--- config.mk ---
export PLATFORM = sky130hd
export DESIGN_NAME = ahfc_frame_core
export DESIGN_NICKNAME = d
export VERILOG_FILES = /design/src/hw/rtl/ahfc_pkg.sv /design/src/hw/rtl/ahfc_frame_core.sv
export SDC_FILE = /design/constraint.sdc
export NUM_CORES = 1
export LEC_CHECK = 0
export BUFFER_PORTS_ARGS = -buffer_cell sky130_fd_sc_hd__buf_2
export CAP_MARGIN = 20
export CORE_UTILIZATION = 54
export CTS_CLUSTER_DIAMETER = 40
export DETAILED_ROUTE_END_ITERATION = 16
export PLACE_DENSITY = 0.79
export SETUP_SLACK_MARGIN = 0.3
export SYNTH_ARGS = -nofsm -noshare
export SYNTH_HDL_FRONTEND = slang
export SYNTH_SLANG_ARGS = --single-unit
--- constraint.sdc ---
create_clock -name clk -period 4.82 [get_ports clk]
set_input_delay 0.241 -clock clk [delete_from_list [all_inputs] [get_ports clk]]
set_output_delay 0.241 -clock clk [all_outputs]
set_load 0.01 [all_outputs]
--- src/hw/rtl/ahfc_pkg.sv ---
// ----------------------------------------------------------------------------
// ahfc_pkg
// shared types, codes and helpers for the ascii hex frame checker
// ----------------------------------------------------------------------------
package ahfc_pkg;

  localparam int unsigned POS_W  = 13;
  localparam int unsigned SUM_W  = 16;
  localparam int unsigned LEN_W  = 12;
  localparam int unsigned CFG_AW = 2;
  localparam int unsigned CFG_DW = 8;

  // header char positions run from one to this value
  localparam logic [POS_W-1:0] HDR_LAST_POS = 13'd12;
  // first info char position
  localparam logic [POS_W-1:0] INFO_POS     = 13'd13;
  // info chars plus four checksum chars
  localparam logic [POS_W-1:0] CSUM_END_OFS = 13'd17;
  localparam logic [POS_W-1:0] CSUM_LST_OFS = 13'd16;

  localparam logic [2:0] HDR_VERSION = 3'd0;
  localparam logic [2:0] HDR_LEN_LO  = 3'd5;

  localparam logic [CFG_AW-1:0] CFG_START_CHAR     = 2'd0;
  localparam logic [CFG_AW-1:0] CFG_END_CHAR       = 2'd1;
  localparam logic [CFG_AW-1:0] CFG_VERSION_FIRST  = 2'd2;
  localparam logic [CFG_AW-1:0] CFG_VERSION_SECOND = 2'd3;

  localparam logic [7:0] START_CHAR_RST     = 8'd126;
  localparam logic [7:0] END_CHAR_RST       = 8'd13;
  localparam logic [7:0] VERSION_FIRST_RST  = 8'd32;
  localparam logic [7:0] VERSION_SECOND_RST = 8'd33;

  typedef enum logic [2:0] {
    ST_OK        = 3'd0,
    ST_START     = 3'd1,
    ST_VERSION   = 3'd2,
    ST_LEN_CHECK = 3'd3,
    ST_CHECKSUM  = 3'd4,
    ST_END       = 3'd5,
    ST_TRUNCATED = 3'd6,
    ST_BAD_HEX   = 3'd7
  } status_t;

  typedef struct packed {
    logic [7:0] rx_byte;
    logic       frame_last;
  } ahfc_in_t;

  typedef struct packed {
    status_t          status;
    logic [7:0]       device_address;
    logic [7:0]       command_one;
    logic [7:0]       command_two;
    logic [LEN_W-1:0] info_length;
  } ahfc_out_t;

  typedef struct packed {
    logic [7:0] start_char;
    logic [7:0] end_char;
    logic [7:0] version_first;
    logic [7:0] version_second;
  } ahfc_cfg_t;

  // returns {valid, nibble}
  function automatic logic [4:0] hex_decode(input logic [7:0] c);
    logic [4:0] r;
    r = 5'd0;
    if (c >= 8'h30 && c <= 8'h39) begin
      r = {1'b1, c[3:0]};
    end else if ((c >= 8'h41 && c <= 8'h46) || (c >= 8'h61 && c <= 8'h66)) begin
      r = {1'b1, c[3:0] + 4'd9};
    end
    return r;
  endfunction

endpackage

--- src/hw/rtl/ahfc_frame_core.sv ---
// ----------------------------------------------------------------------------
// ahfc_frame_core
// per-frame state and the checks for one char
// ----------------------------------------------------------------------------
module ahfc_frame_core import ahfc_pkg::*; (
  input  logic      clk,
  input  logic      rst_n,
  input  ahfc_cfg_t cfg,
  input  logic      fire,
  input  ahfc_in_t  item,
  output ahfc_out_t res
);

  logic [POS_W-1:0] pos_r, pos_nxt, pos_upd;
  logic [SUM_W-1:0] sum_r, sum_nxt, sum_upd;
  logic [3:0]       pend_r, pend_nxt, pend_upd;
  logic [7:0]       hdr_r   [6];
  logic [7:0]       hdr_nxt [6];
  logic [7:0]       hdr_upd [6];
  logic [SUM_W-1:0] rsum_r, rsum_nxt, rsum_upd;
  status_t          err_r, err_nxt, err_upd;
  logic             closed_r, closed_nxt, closed_upd;

  logic [4:0]       hx;
  logic [2:0]       idx;
  logic [7:0]       val;
  logic [3:0]       lsum;
  logic [LEN_W-1:0] dl;
  logic [POS_W-1:0] info_end, csum_end, csum_last;
  logic [7:0]       b;

  assign b         = item.rx_byte;
  assign hx        = hex_decode(b);
  assign idx       = pos_r[3:1] - 3'd1;
  assign val       = {pend_r, hx[3:0]};
  // length nibbles summed mod 16
  assign lsum      = hdr_r[4][3:0] + val[7:4] + val[3:0];
  assign dl        = {hdr_r[4][3:0], hdr_r[5]};
  assign info_end  = POS_W'(dl) + INFO_POS;
  assign csum_end  = POS_W'(dl) + CSUM_END_OFS;
  assign csum_last = POS_W'(dl) + CSUM_LST_OFS;

  always_comb begin
    pos_upd    = pos_r;
    sum_upd    = sum_r;
    pend_upd   = pend_r;
    rsum_upd   = rsum_r;
    err_upd    = err_r;
    closed_upd = closed_r;
    for (int i = 0; i < 6; i++) begin
      hdr_upd[i] = hdr_r[i];
    end

    if (!closed_r && err_r == ST_OK) begin
      pos_upd = pos_r + 13'd1;
      if (pos_r == '0) begin
        if (b != cfg.start_char) begin
          err_upd = ST_START;
        end
      end else if (pos_r <= HDR_LAST_POS) begin
        sum_upd = sum_r + SUM_W'(b);
        if (!hx[4]) begin
          err_upd = ST_BAD_HEX;
        end else if (pos_r[0]) begin
          pend_upd = hx[3:0];
        end else begin
          hdr_upd[idx] = val;
          if (idx == HDR_VERSION && val != cfg.version_first
              && val != cfg.version_second) begin
            err_upd = ST_VERSION;
          end
          if (idx == HDR_LEN_LO && hdr_r[4][7:4] != 4'(4'd0 - lsum)) begin
            err_upd = ST_LEN_CHECK;
          end
        end
      end else if (pos_r < info_end) begin
        sum_upd = sum_r + SUM_W'(b);
      end else if (pos_r < csum_end) begin
        if (!hx[4]) begin
          err_upd = ST_BAD_HEX;
        end else begin
          rsum_upd = {rsum_r[SUM_W-5:0], hx[3:0]};
          if (pos_r == csum_last && SUM_W'(16'd0 - sum_r) != rsum_upd) begin
            err_upd = ST_CHECKSUM;
          end
        end
      end else begin
        if (b != cfg.end_char) begin
          err_upd = ST_END;
        end else begin
          closed_upd = 1'b1;
        end
      end
    end
  end

  // the frame's last byte clears everything for the next frame
  always_comb begin
    pos_nxt    = pos_r;
    sum_nxt    = sum_r;
    pend_nxt   = pend_r;
    rsum_nxt   = rsum_r;
    err_nxt    = err_r;
    closed_nxt = closed_r;
    for (int i = 0; i < 6; i++) begin
      hdr_nxt[i] = hdr_r[i];
    end
    if (fire) begin
      if (item.frame_last) begin
        pos_nxt    = '0;
        sum_nxt    = '0;
        pend_nxt   = '0;
        rsum_nxt   = '0;
        err_nxt    = ST_OK;
        closed_nxt = 1'b0;
        for (int i = 0; i < 6; i++) begin
          hdr_nxt[i] = '0;
        end
      end else begin
        pos_nxt    = pos_upd;
        sum_nxt    = sum_upd;
        pend_nxt   = pend_upd;
        rsum_nxt   = rsum_upd;
        err_nxt    = err_upd;
        closed_nxt = closed_upd;
        for (int i = 0; i < 6; i++) begin
          hdr_nxt[i] = hdr_upd[i];
        end
      end
    end
  end

  always_comb begin
    if (err_upd != ST_OK) begin
      res.status = err_upd;
    end else if (!closed_upd) begin
      res.status = ST_TRUNCATED;
    end else begin
      res.status = ST_OK;
    end
    res.device_address = hdr_upd[1];
    res.command_one    = hdr_upd[2];
    res.command_two    = hdr_upd[3];
    res.info_length    = {hdr_upd[4][3:0], hdr_upd[5]};
  end

  always_ff @(posedge clk) begin
    if (!rst_n) begin
      pos_r    <= '0;
      sum_r    <= '0;
      pend_r   <= '0;
      rsum_r   <= '0;
      err_r    <= ST_OK;
      closed_r <= 1'b0;
      for (int i = 0; i < 6; i++) begin
        hdr_r[i] <= '0;
      end
    end else begin
      pos_r    <= pos_nxt;
      sum_r    <= sum_nxt;
      pend_r   <= pend_nxt;
      rsum_r   <= rsum_nxt;
      err_r    <= err_nxt;
      closed_r <= closed_nxt;
      for (int i = 0; i < 6; i++) begin
        hdr_r[i] <= hdr_nxt[i];
      end
    end
  end

endmodule

======== Word level (Yosys, flattened, before mapping) ========
Memories as Yosys holds them, arrays and structs flattened.
Cells that the tools add are included.
word-level totals
  flip-flop bits (word level) ............. 49
  RAM bits ................................ 48
  bits of input ports ..................... 44
  output and inout bits ................... 39
  word-level logic and storage cells ...... 135
  memories kept ........................... 1
cells by class
  $add $sub $neg .......................... 11
  $lt $le $gt $ge ......................... 11
  equal/unequal tests ..................... 11
  muxes and demuxes ....................... 63
  bitwise logic cells ..................... 7
  reductions and logical operators ........ 25
memory list
  memory  words  width  rd ports  clocked after memory_dff  wr ports  line                   RTL
  hdr_r   6      8      6         0                         6         ahfc_frame_core.sv:17  logic [7:0] hdr_r [6];
operators with widths
  cell                   number
  $mux 48                7
  $mux 12                7
  $mux 16                5
  $mux 8                 7
  $bwmux 48              1
  $mux 3                 16
  $ne 8x8->1             4
  $add 12x5->13 const B  2
  $lt 13x13->1           2
  $mux 13                2
  $demux 8 s3            1
  $mux 4                 6
  $add 16x8->16          1
  $ge 8x7->1 const B     2
  $le 8x7->1 const B     2
  $ne 16x16->1           1
  $sub 1x16->16 const A  1
  $add 12x4->13 const B  1
  $add 13x1->13 const B  1
  $eq 13x13->1           1
  $le 13x4->1 const B    1
  $logic_not 13->1       1
  $mux 5                 2
  $reduce_bool 2->1      5
  23 further kinds       49

======== Depth between registers and ports, before layout ========
Gate-level depths: netlist of run 1.
  word-level depth ........................ 17
  depth in mapped cells ................... 21
  depth with buffers taken out ............ 20

======== Least setup slack after synthesis of run 1 ========
No wires, ideal clock.
  path kind ............................... input-to-output
  start ................................... input item[1] in the netlist's numbering
  end ..................................... output res[38] in the netlist's numbering
  data arrival time ....................... 4.613 ns
  required time ........................... 4.579 ns
  setup slack ............................. -0.034 ns
  stages .................................. 21
  path buffers ............................ 1
  cells stage by stage .................... clkbuf_1 inv_1 ha_1 o21bai_1 a21oi_4 a22oi_2 inv_1 ha_1 inv_1 fa_1 ha_1 inv_1 fa_1 xnor2_1 xnor3_1 nand3_1 nand3b_1 a41o_1 o22ai_2 o21ai_1 o311ai_1
RTL lines
  item                line                   RTL
  start: declaration  ahfc_frame_core.sv:10  input ahfc_in_t item,
  end: declaration    ahfc_frame_core.sv:11  output ahfc_out_t res

==> impl_metrics.env, run 1 <==
export IMPL_ys_ff_latch=89
export IMPL_cpPeakStageDelay_ns=0.50
export IMPL_ioPinCount=83
export IMPL_dr_pass1_iters=5
export IMPL_period_minus_slack_ns=4.503
export IMPL_arrival_ns=4.26
export IMPL_die_w_um=117.9
export IMPL_start_kind="input pin"
export IMPL_cts_root_buf="clkbuf_16"
export IMPL_path_common_cell="inv_2"
export IMPL_max_slew_worst_pin_slew_ns=0.7293
export IMPL_layout_nets=1083
export IMPL_antenna_found_initial=0
export IMPL_synth_seq_area_share_pct=24.55
export IMPL_synthMuxAreaShare_pct=1.810
export IMPL_regArea_um2=1784
export IMPL_io_buffers=82
export IMPL_clock_sinks=89
export IMPL_synth_area_leaders="dfxtp_1 (25%), ha_1 (8.6%), xnor2_1 (7.2%)"
export IMPL_crit_type="input pin to output port"
export IMPL_cts_buffers_inserted=9
export IMPL_drv_cap=0
export IMPL_synth_adder_area_share_pct=9.722
export IMPL_period_share_pct=93.42
export IMPL_worst_clock_skew_ns=0.006452
export IMPL_final_common_cell="nand2_1"
export IMPL_final_cell_mix="nand2_1 (101), nor2_1 (97), dfxtp_1 (87)"
export IMPL_routedWlPerCell_um=17.74
export IMPL_synth_top_area_share_pct=24.55
export IMPL_synth_distinct_cells=81
export IMPL_vias=7115
export IMPL_placementRows=41
export IMPL_synth_cells=930
export IMPL_track_usage_pct=29.73
export IMPL_clk_path_buf_depth=2
export IMPL_ys_async_sr_fraction_pct=0
export IMPL_crit_family="adder cells"
export IMPL_fillCellCount=1138
export IMPL_min_path_type="input pin to flop"
export IMPL_num_antenna_cells=0
export IMPL_slew_violations=0
export IMPL_drtAntennaViolNets=0
export IMPL_yosysTopAreaCell="dfxtp_1"
export IMPL_synth_compound_area_share_pct=22.38
export IMPL_overflow=0
export IMPL_routed_wl_mm=20.62
export IMPL_instances_no_fill=1162
export IMPL_tns_ns=0
export IMPL_syn_nets=1028
export IMPL_routabilityCongestion=0.8983
export IMPL_synth_top_family_by_area="simple AND/OR/NAND/NOR gates"
export IMPL_crit_fanout=8
export IMPL_synth_xor_xnor_area_share_pct=12.14
export IMPL_core_area_um2=12880
export IMPL_required_ns=4.58
export IMPL_critPathCaptureType="output port"
export IMPL_slew_headroom_pct=51.33
export IMPL_syn_area_um2=7258
export IMPL_initial_core_util_pct=56.37
export IMPL_die_h_um=117.9
export IMPL_routed_via_density=6.123
export IMPL_grt_pass1_vias=6675
export IMPL_synth_flop_cell="dfxtp_1"
export IMPL_ys_warn_count=0
export IMPL_setup_viol=0
export IMPL_synth_edf_count=0
export IMPL_cts_tree="done"
export IMPL_syn_mean_instance_area_um2=7.805
export IMPL_status="complete, no violations"
export IMPL_synth_simple_gate_area_share_pct=24.12
export IMPL_critPathBufInv=6
export IMPL_power_leakage_nw=3.334
export IMPL_drive_gt1_share_pct=17.17
export IMPL_htree_levels=3
export IMPL_placed_cells=1141
export IMPL_dieArea_um2=13910
export IMPL_clock_latency_ns=0.36
export IMPL_fmax_mhz=222.1
export IMPL_grt_pass1_wl_mm=33.52
export IMPL_peakVddDrop_mv=0.2204
export IMPL_hpwl_mm=14.57
export IMPL_powerDensity_nw_per_um2=225.5
export IMPL_drt_iter0_drc=575
export IMPL_crit_chain="buf_2 > buf_4 > and3_1 > nor3_4 > a22oi_2 > inv_2 > ha_4 > inv_2 > fa_1 > ha_2 > inv_2 > fa_2 > xnor2_2 > xnor3_1 > a21oi_1 > nand3b_1 > a41o_1 > o22ai_4 > o211a_1 > a211o_1 > buf_2"
export IMPL_syn_to_final_growth_pct=13.95
export IMPL_multi_input_area_um2=5196
export IMPL_hold_viol_final=0
export IMPL_grt_max_degree=67
export IMPL_crit_slowest_cell="fa_1"
export IMPL_clk_pin_slew_ns=0.07
export IMPL_drc=0
export IMPL_rsz0062_at_grt="yes"
export IMPL_cts_hold_buf=0
power breakdown:
group	leakage [nW]	switching (W)	internal [W]
combinational	2.45	0.000177	0.000127
clock	0.162	0.000321	0.000486
sequential	0.719	0.0000136	0.000740
total	3.33	0.000512	0.00135
layer usage:
layer,vias to the layer above,global-route usage [%],wire (µm)
met5,-,0,0
met4,0,11.30,452
met3,40,4.942,1330
met2,257,47.43,9494
met1,3352,39.94,9338
li1,3466,-,-
Yosys cell counts (13+ instances only):
master      n
ha_1       50
nor2_1     98
a22oi_1    21
xor2_1     38
clkbuf_1   51
nand4_1    19
nand2b_1   13
inv_1      35
o21ai_0    52
nand3_1    13
a21oi_1    58
xnor2_1    60
dfxtp_1    89
nand2_1   101
a32oi_1    22
nor3_1     14
worst reg2reg max path, cell delays in order, from the launching register on:
cell      delay [ns]
dfxtp_2         0.45
ha_1            0.28
nand3_1         0.23
nor2_1          0.35
nand3_1         0.13
xor2_1          0.18
ha_1            0.31
a21o_1          0.18
a21o_1          0.18
a211oi_2        0.33
a21oi_1         0.14
o21ai_1         0.56
a21boi_0        0.20
o21a_1          0.23
logic make-up after synthesis:
kind of cell | Yosys count
XOR/XNOR | 99
multiplexers | 13
flip-flops | 89
AO/OA/AOI/OAI | 239
adder cells (fa/ha/maj) | 54
AND/OR/NAND/NOR | 341
buffers and inverters | 95
timing repair:
item | in CTS | in global routing
buffers inserted | 2 | 3
setup endpoints to repair | 2 | 2
resized for setup | 4 | 28
pin swaps | 8 | 3
sequential cells by signal, indices dropped and copies added (netlist names):
signal and flops:
rsum_r 12, pos_r 13, err_r 3, sum_r 16
hdr_r 40, pend_r 4, closed_r 1
through the flow:
step	cell area [µm²]	hold WS [ns]	setup slack, ns	power [W]	util, %
after global routing	8270	0.1543	0.2051	0.001926	64.23
after CTS	8147	0.1492	0.3132	0.001855	63.27
final	8270	0.1554	0.3173	0.001865	64.23
after detailed placement	7779	0.4806	0.2281	0.001055	60.41
after global placement	7779	0.4685	0.2888	0.001052	60.41
after floorplan	7279	0.3588	0.3011	0.0009738	-
path summary, 6_finish.rpt:
check	start	endpoint	slack [ns]	cells after the start
setup / recovery	item[1]	res[37]	0.32	21
hold / removal	rst_n	sum_r[7]	0.16	2
setup reg to reg	hdr_r[5][5]	sum_r[7]	0.95	13
hold reg to reg	hdr_r[1][5]	hdr_r[1][5]	0.50	2
layout make-up:
class | count | share of cell area [%]
repair buffers | 104 | 7.322
clock buffers | 11 | 3.056
flip-flops and latches | 89 | 21.57
clock inverters | 5 | 1.029
inverters | 35 | 1.589
well taps | 172 | 2.602
multi-input cells | 746 | 62.83
Power figures use the tool's default switching activity.
==> inputs of run 2 (changes only) <==
CORE_MARGIN = 4   (was unset)
==> run 2 against run 1 <==
  * Critical path type unchanged
  * Critical path depth is 1 lower
  * Die area is 10% higher
  * Clock-buffer cell count is 2 lower
  * Combinational power is 3% higher
  * Via count is 1.8% higher
  * Core utilization is 1.4 points lower
  * Sequential share of layout area is 0.079 points lower
  * Fmax is 1.6% lower
  * First-iteration DRC count is 22% higher
  * Largest power group is now sequential cells
==> impl_metrics.env, run 2 (synthesis results as in run 1) <==
export IMPL_tns_ns=0
export IMPL_regArea_um2=1782
export IMPL_top_layer="met4"
export IMPL_overflow=0
export IMPL_setup_viol=0
export IMPL_period_minus_slack_ns=4.578
export IMPL_critPathBufInv=5
export IMPL_slew_violations=0
export IMPL_required_ns=4.58
export IMPL_largest_reg_flops=40
export IMPL_placementRows=42
export IMPL_hold_viol_final=0
export IMPL_clockPowerShare_pct=40.1
export IMPL_grt_pass1_wl_mm=33.78
export IMPL_layout_nets=1092
export IMPL_largestRegisters="hdr_r (40), sum_r (16), pos_r (13)"
export IMPL_antenna_found_initial=0
export IMPL_sw_frac_of_total_pct=28.70
export IMPL_die_w_um=123.9
export IMPL_cpPeakStageDelay_ns=0.58
export IMPL_slew_headroom_pct=52.54
export IMPL_routed_via_density=6.164
export IMPL_routabilityCongestion=0.9069
export IMPL_cts_hold_buf=0
export IMPL_dieArea_um2=15360
export IMPL_startpoint="item[5]"
export IMPL_io_buffers=82
export IMPL_crit_chain="buf_12 > or4b_4 > nor3_4 > a22oi_2 > inv_1 > ha_1 > inv_1 > fa_1 > ha_2 > inv_2 > fa_2 > xnor2_2 > xnor3_1 > a21oi_1 > nand3b_1 > a41o_2 > o22ai_4 > o211a_1 > a211o_1 > buf_2"
export IMPL_clock_sinks=89
export IMPL_clk_pin_slew_ns=0.07
export IMPL_crit_end="res[37]"
export IMPL_routed_wl_mm=21.11
export IMPL_track_usage_pct=27.70
export IMPL_holdWs_ns=0.1441
export IMPL_min_path_type="input pin to flop"
export IMPL_drv_cap=0
export IMPL_critPathCaptureType="output port"
export IMPL_peakVddDrop_mv=0.2869
export IMPL_core_area_um2=13190
export IMPL_clock_latency_ns=0.36
export IMPL_drt_iter0_drc=703
export IMPL_powerDensity_nw_per_um2=215.1
export IMPL_p_sw_w=0.0005118
export IMPL_drive_gt1_share_pct=17.72
export IMPL_cts_root_buf="clkbuf_16"
export IMPL_max_slew_worst_pin_slew_ns=0.7112
export IMPL_top_register="hdr_r"
export IMPL_grt_pass1_vias=6548
export IMPL_dr_wl_met2_mm=9.684
export IMPL_pwr_share_seq_pct=42.3
export IMPL_crit_family="compound AO/OA/AOI/OAI gates"
export IMPL_ioPinCount=83
export IMPL_cts_tree="done"
export IMPL_clk_path_buf_depth=2
export IMPL_start_kind="input pin"
export IMPL_vias=7243
export IMPL_crit_cells=20
export IMPL_path_common_cell="inv_1"
export IMPL_dr_wl_met3_mm=1.578
export IMPL_arrival_ns=4.34
export IMPL_htree_levels=3
export IMPL_power_leakage_nw=3.375
export IMPL_r2r_setup_slack_ns=0.87
export IMPL_crit_type="input pin to output port"
export IMPL_hpwl_mm=15.11
export IMPL_drtAntennaViolNets=0
export IMPL_cts_buffers_inserted=9
export IMPL_crit_fanout=4
export IMPL_worst_clock_skew_ns=0.008629
export IMPL_drc=0
export IMPL_final_cell_mix="nand2_1 (101), nor2_1 (98), dfxtp_1 (89)"
export IMPL_wl_met1_mm=9.401
export IMPL_regToRegEndpoint="sum_r[7]"
export IMPL_reg2reg_depth=13
export IMPL_rsz0062_at_grt="yes"
export IMPL_dr_pass1_iters=6
export IMPL_status="complete, no violations"
export IMPL_routedWlPerCell_um=17.97
export IMPL_syn_to_final_growth_pct=14.20
export IMPL_pwr_share_comb_pct=17.6
export IMPL_multi_input_area_um2=5194
export IMPL_crit_slowest_cell="or4b_4"
export IMPL_grt_max_degree=66
export IMPL_fillCellCount=1139
export IMPL_die_h_um=123.9
export IMPL_num_antenna_cells=0
export IMPL_fmax_mhz=218.5
export IMPL_r2r_start="hdr_r[5][4]"
export IMPL_period_share_pct=94.97
export IMPL_p_int_w=0.001271
export IMPL_final_common_cell="nand2_1"
export IMPL_initial_core_util_pct=55.03
## run 2: routing by layer
metal | GRT usage (%) | up-vias
met3 | 4.360 | 38
met2 | 44.31 | 329
met5 | 0 | -
met4 | 8.830 | 0
met1 | 38.39 | 3404
li1 | - | 3472
## run 2: cell type report
| class | count | share of cell area, % |
|---|---|---|
| Multi-Input combinational cell | 746 | 62.66 |
| Sequential cell | 89 | 21.49 |
| Timing Repair Buffer | 113 | 8.045 |
| Clock buffer | 9 | 2.717 |
| Tap cell | 176 | 2.657 |
| Inverter | 35 | 1.585 |
| Clock inverter | 7 | 0.8453 |
## run 2: worst min-delay path by stage
stage                             end   startpoint  depth (start not counted)  slack, ns
after floorplan              sum_r[7]        rst_n                          1       0.36
after global placement    hdr_r[1][5]  hdr_r[1][5]                          2       0.47
after detailed placement  hdr_r[3][6]  hdr_r[3][6]                          2       0.48
after CTS                    sum_r[7]        rst_n                          2       0.13
after global routing         sum_r[7]        rst_n                          2       0.15
final                        sum_r[7]        rst_n                          2       0.14
## run 2: metrics by stage
step	util, %	power, W	setup slack, ns	cell area [µm²]	std cells
6_report	62.84	0.001783	0.2424	8289	1175
3_5_place_dp	59.07	0.001061	0.1477	7791	1146
3_3_place_gp	59.07	0.001054	0.2868	7791	1146
4_1_cts	61.94	0.001775	0.2877	8170	1167
2_1_floorplan	-	0.0009738	0.3011	7279	930
5_1_grt	62.84	0.001844	0.05272	8289	1175
## run 2: power groups by stage
stage	combinational [W]	clock [W]	sequential, W
finish	0.000313	0.000716	0.000754
global route	0.000341	0.000748	0.000755
CTS	0.000297	0.000724	0.000753
detailed placement	0.000291	0	0.000770
global placement	0.000284	0	0.000770
floorplan	0.000210	0	0.000764
## run 2: repair_timing
action                                 CTS  global route
endpoints found under the hold margin    0             0
pin swaps                                7            16
setup endpoints to repair                2             2
setup buffers                            5             8
gates resized for setup                 10            20
## run 2: worst reg2reg max path: stages, from the launching register on
cell	delay, ns
dfxtp_1	0.52
ha_1	0.33
nand3_1	0.24
nor2_1	0.33
nand3_1	0.13
xor2_1	0.17
ha_1	0.31
a21o_1	0.18
a21o_1	0.18
a211oi_2	0.32
a21oi_1	0.14
o21ai_1	0.58
a21boi_0	0.20
o21a_1	0.22
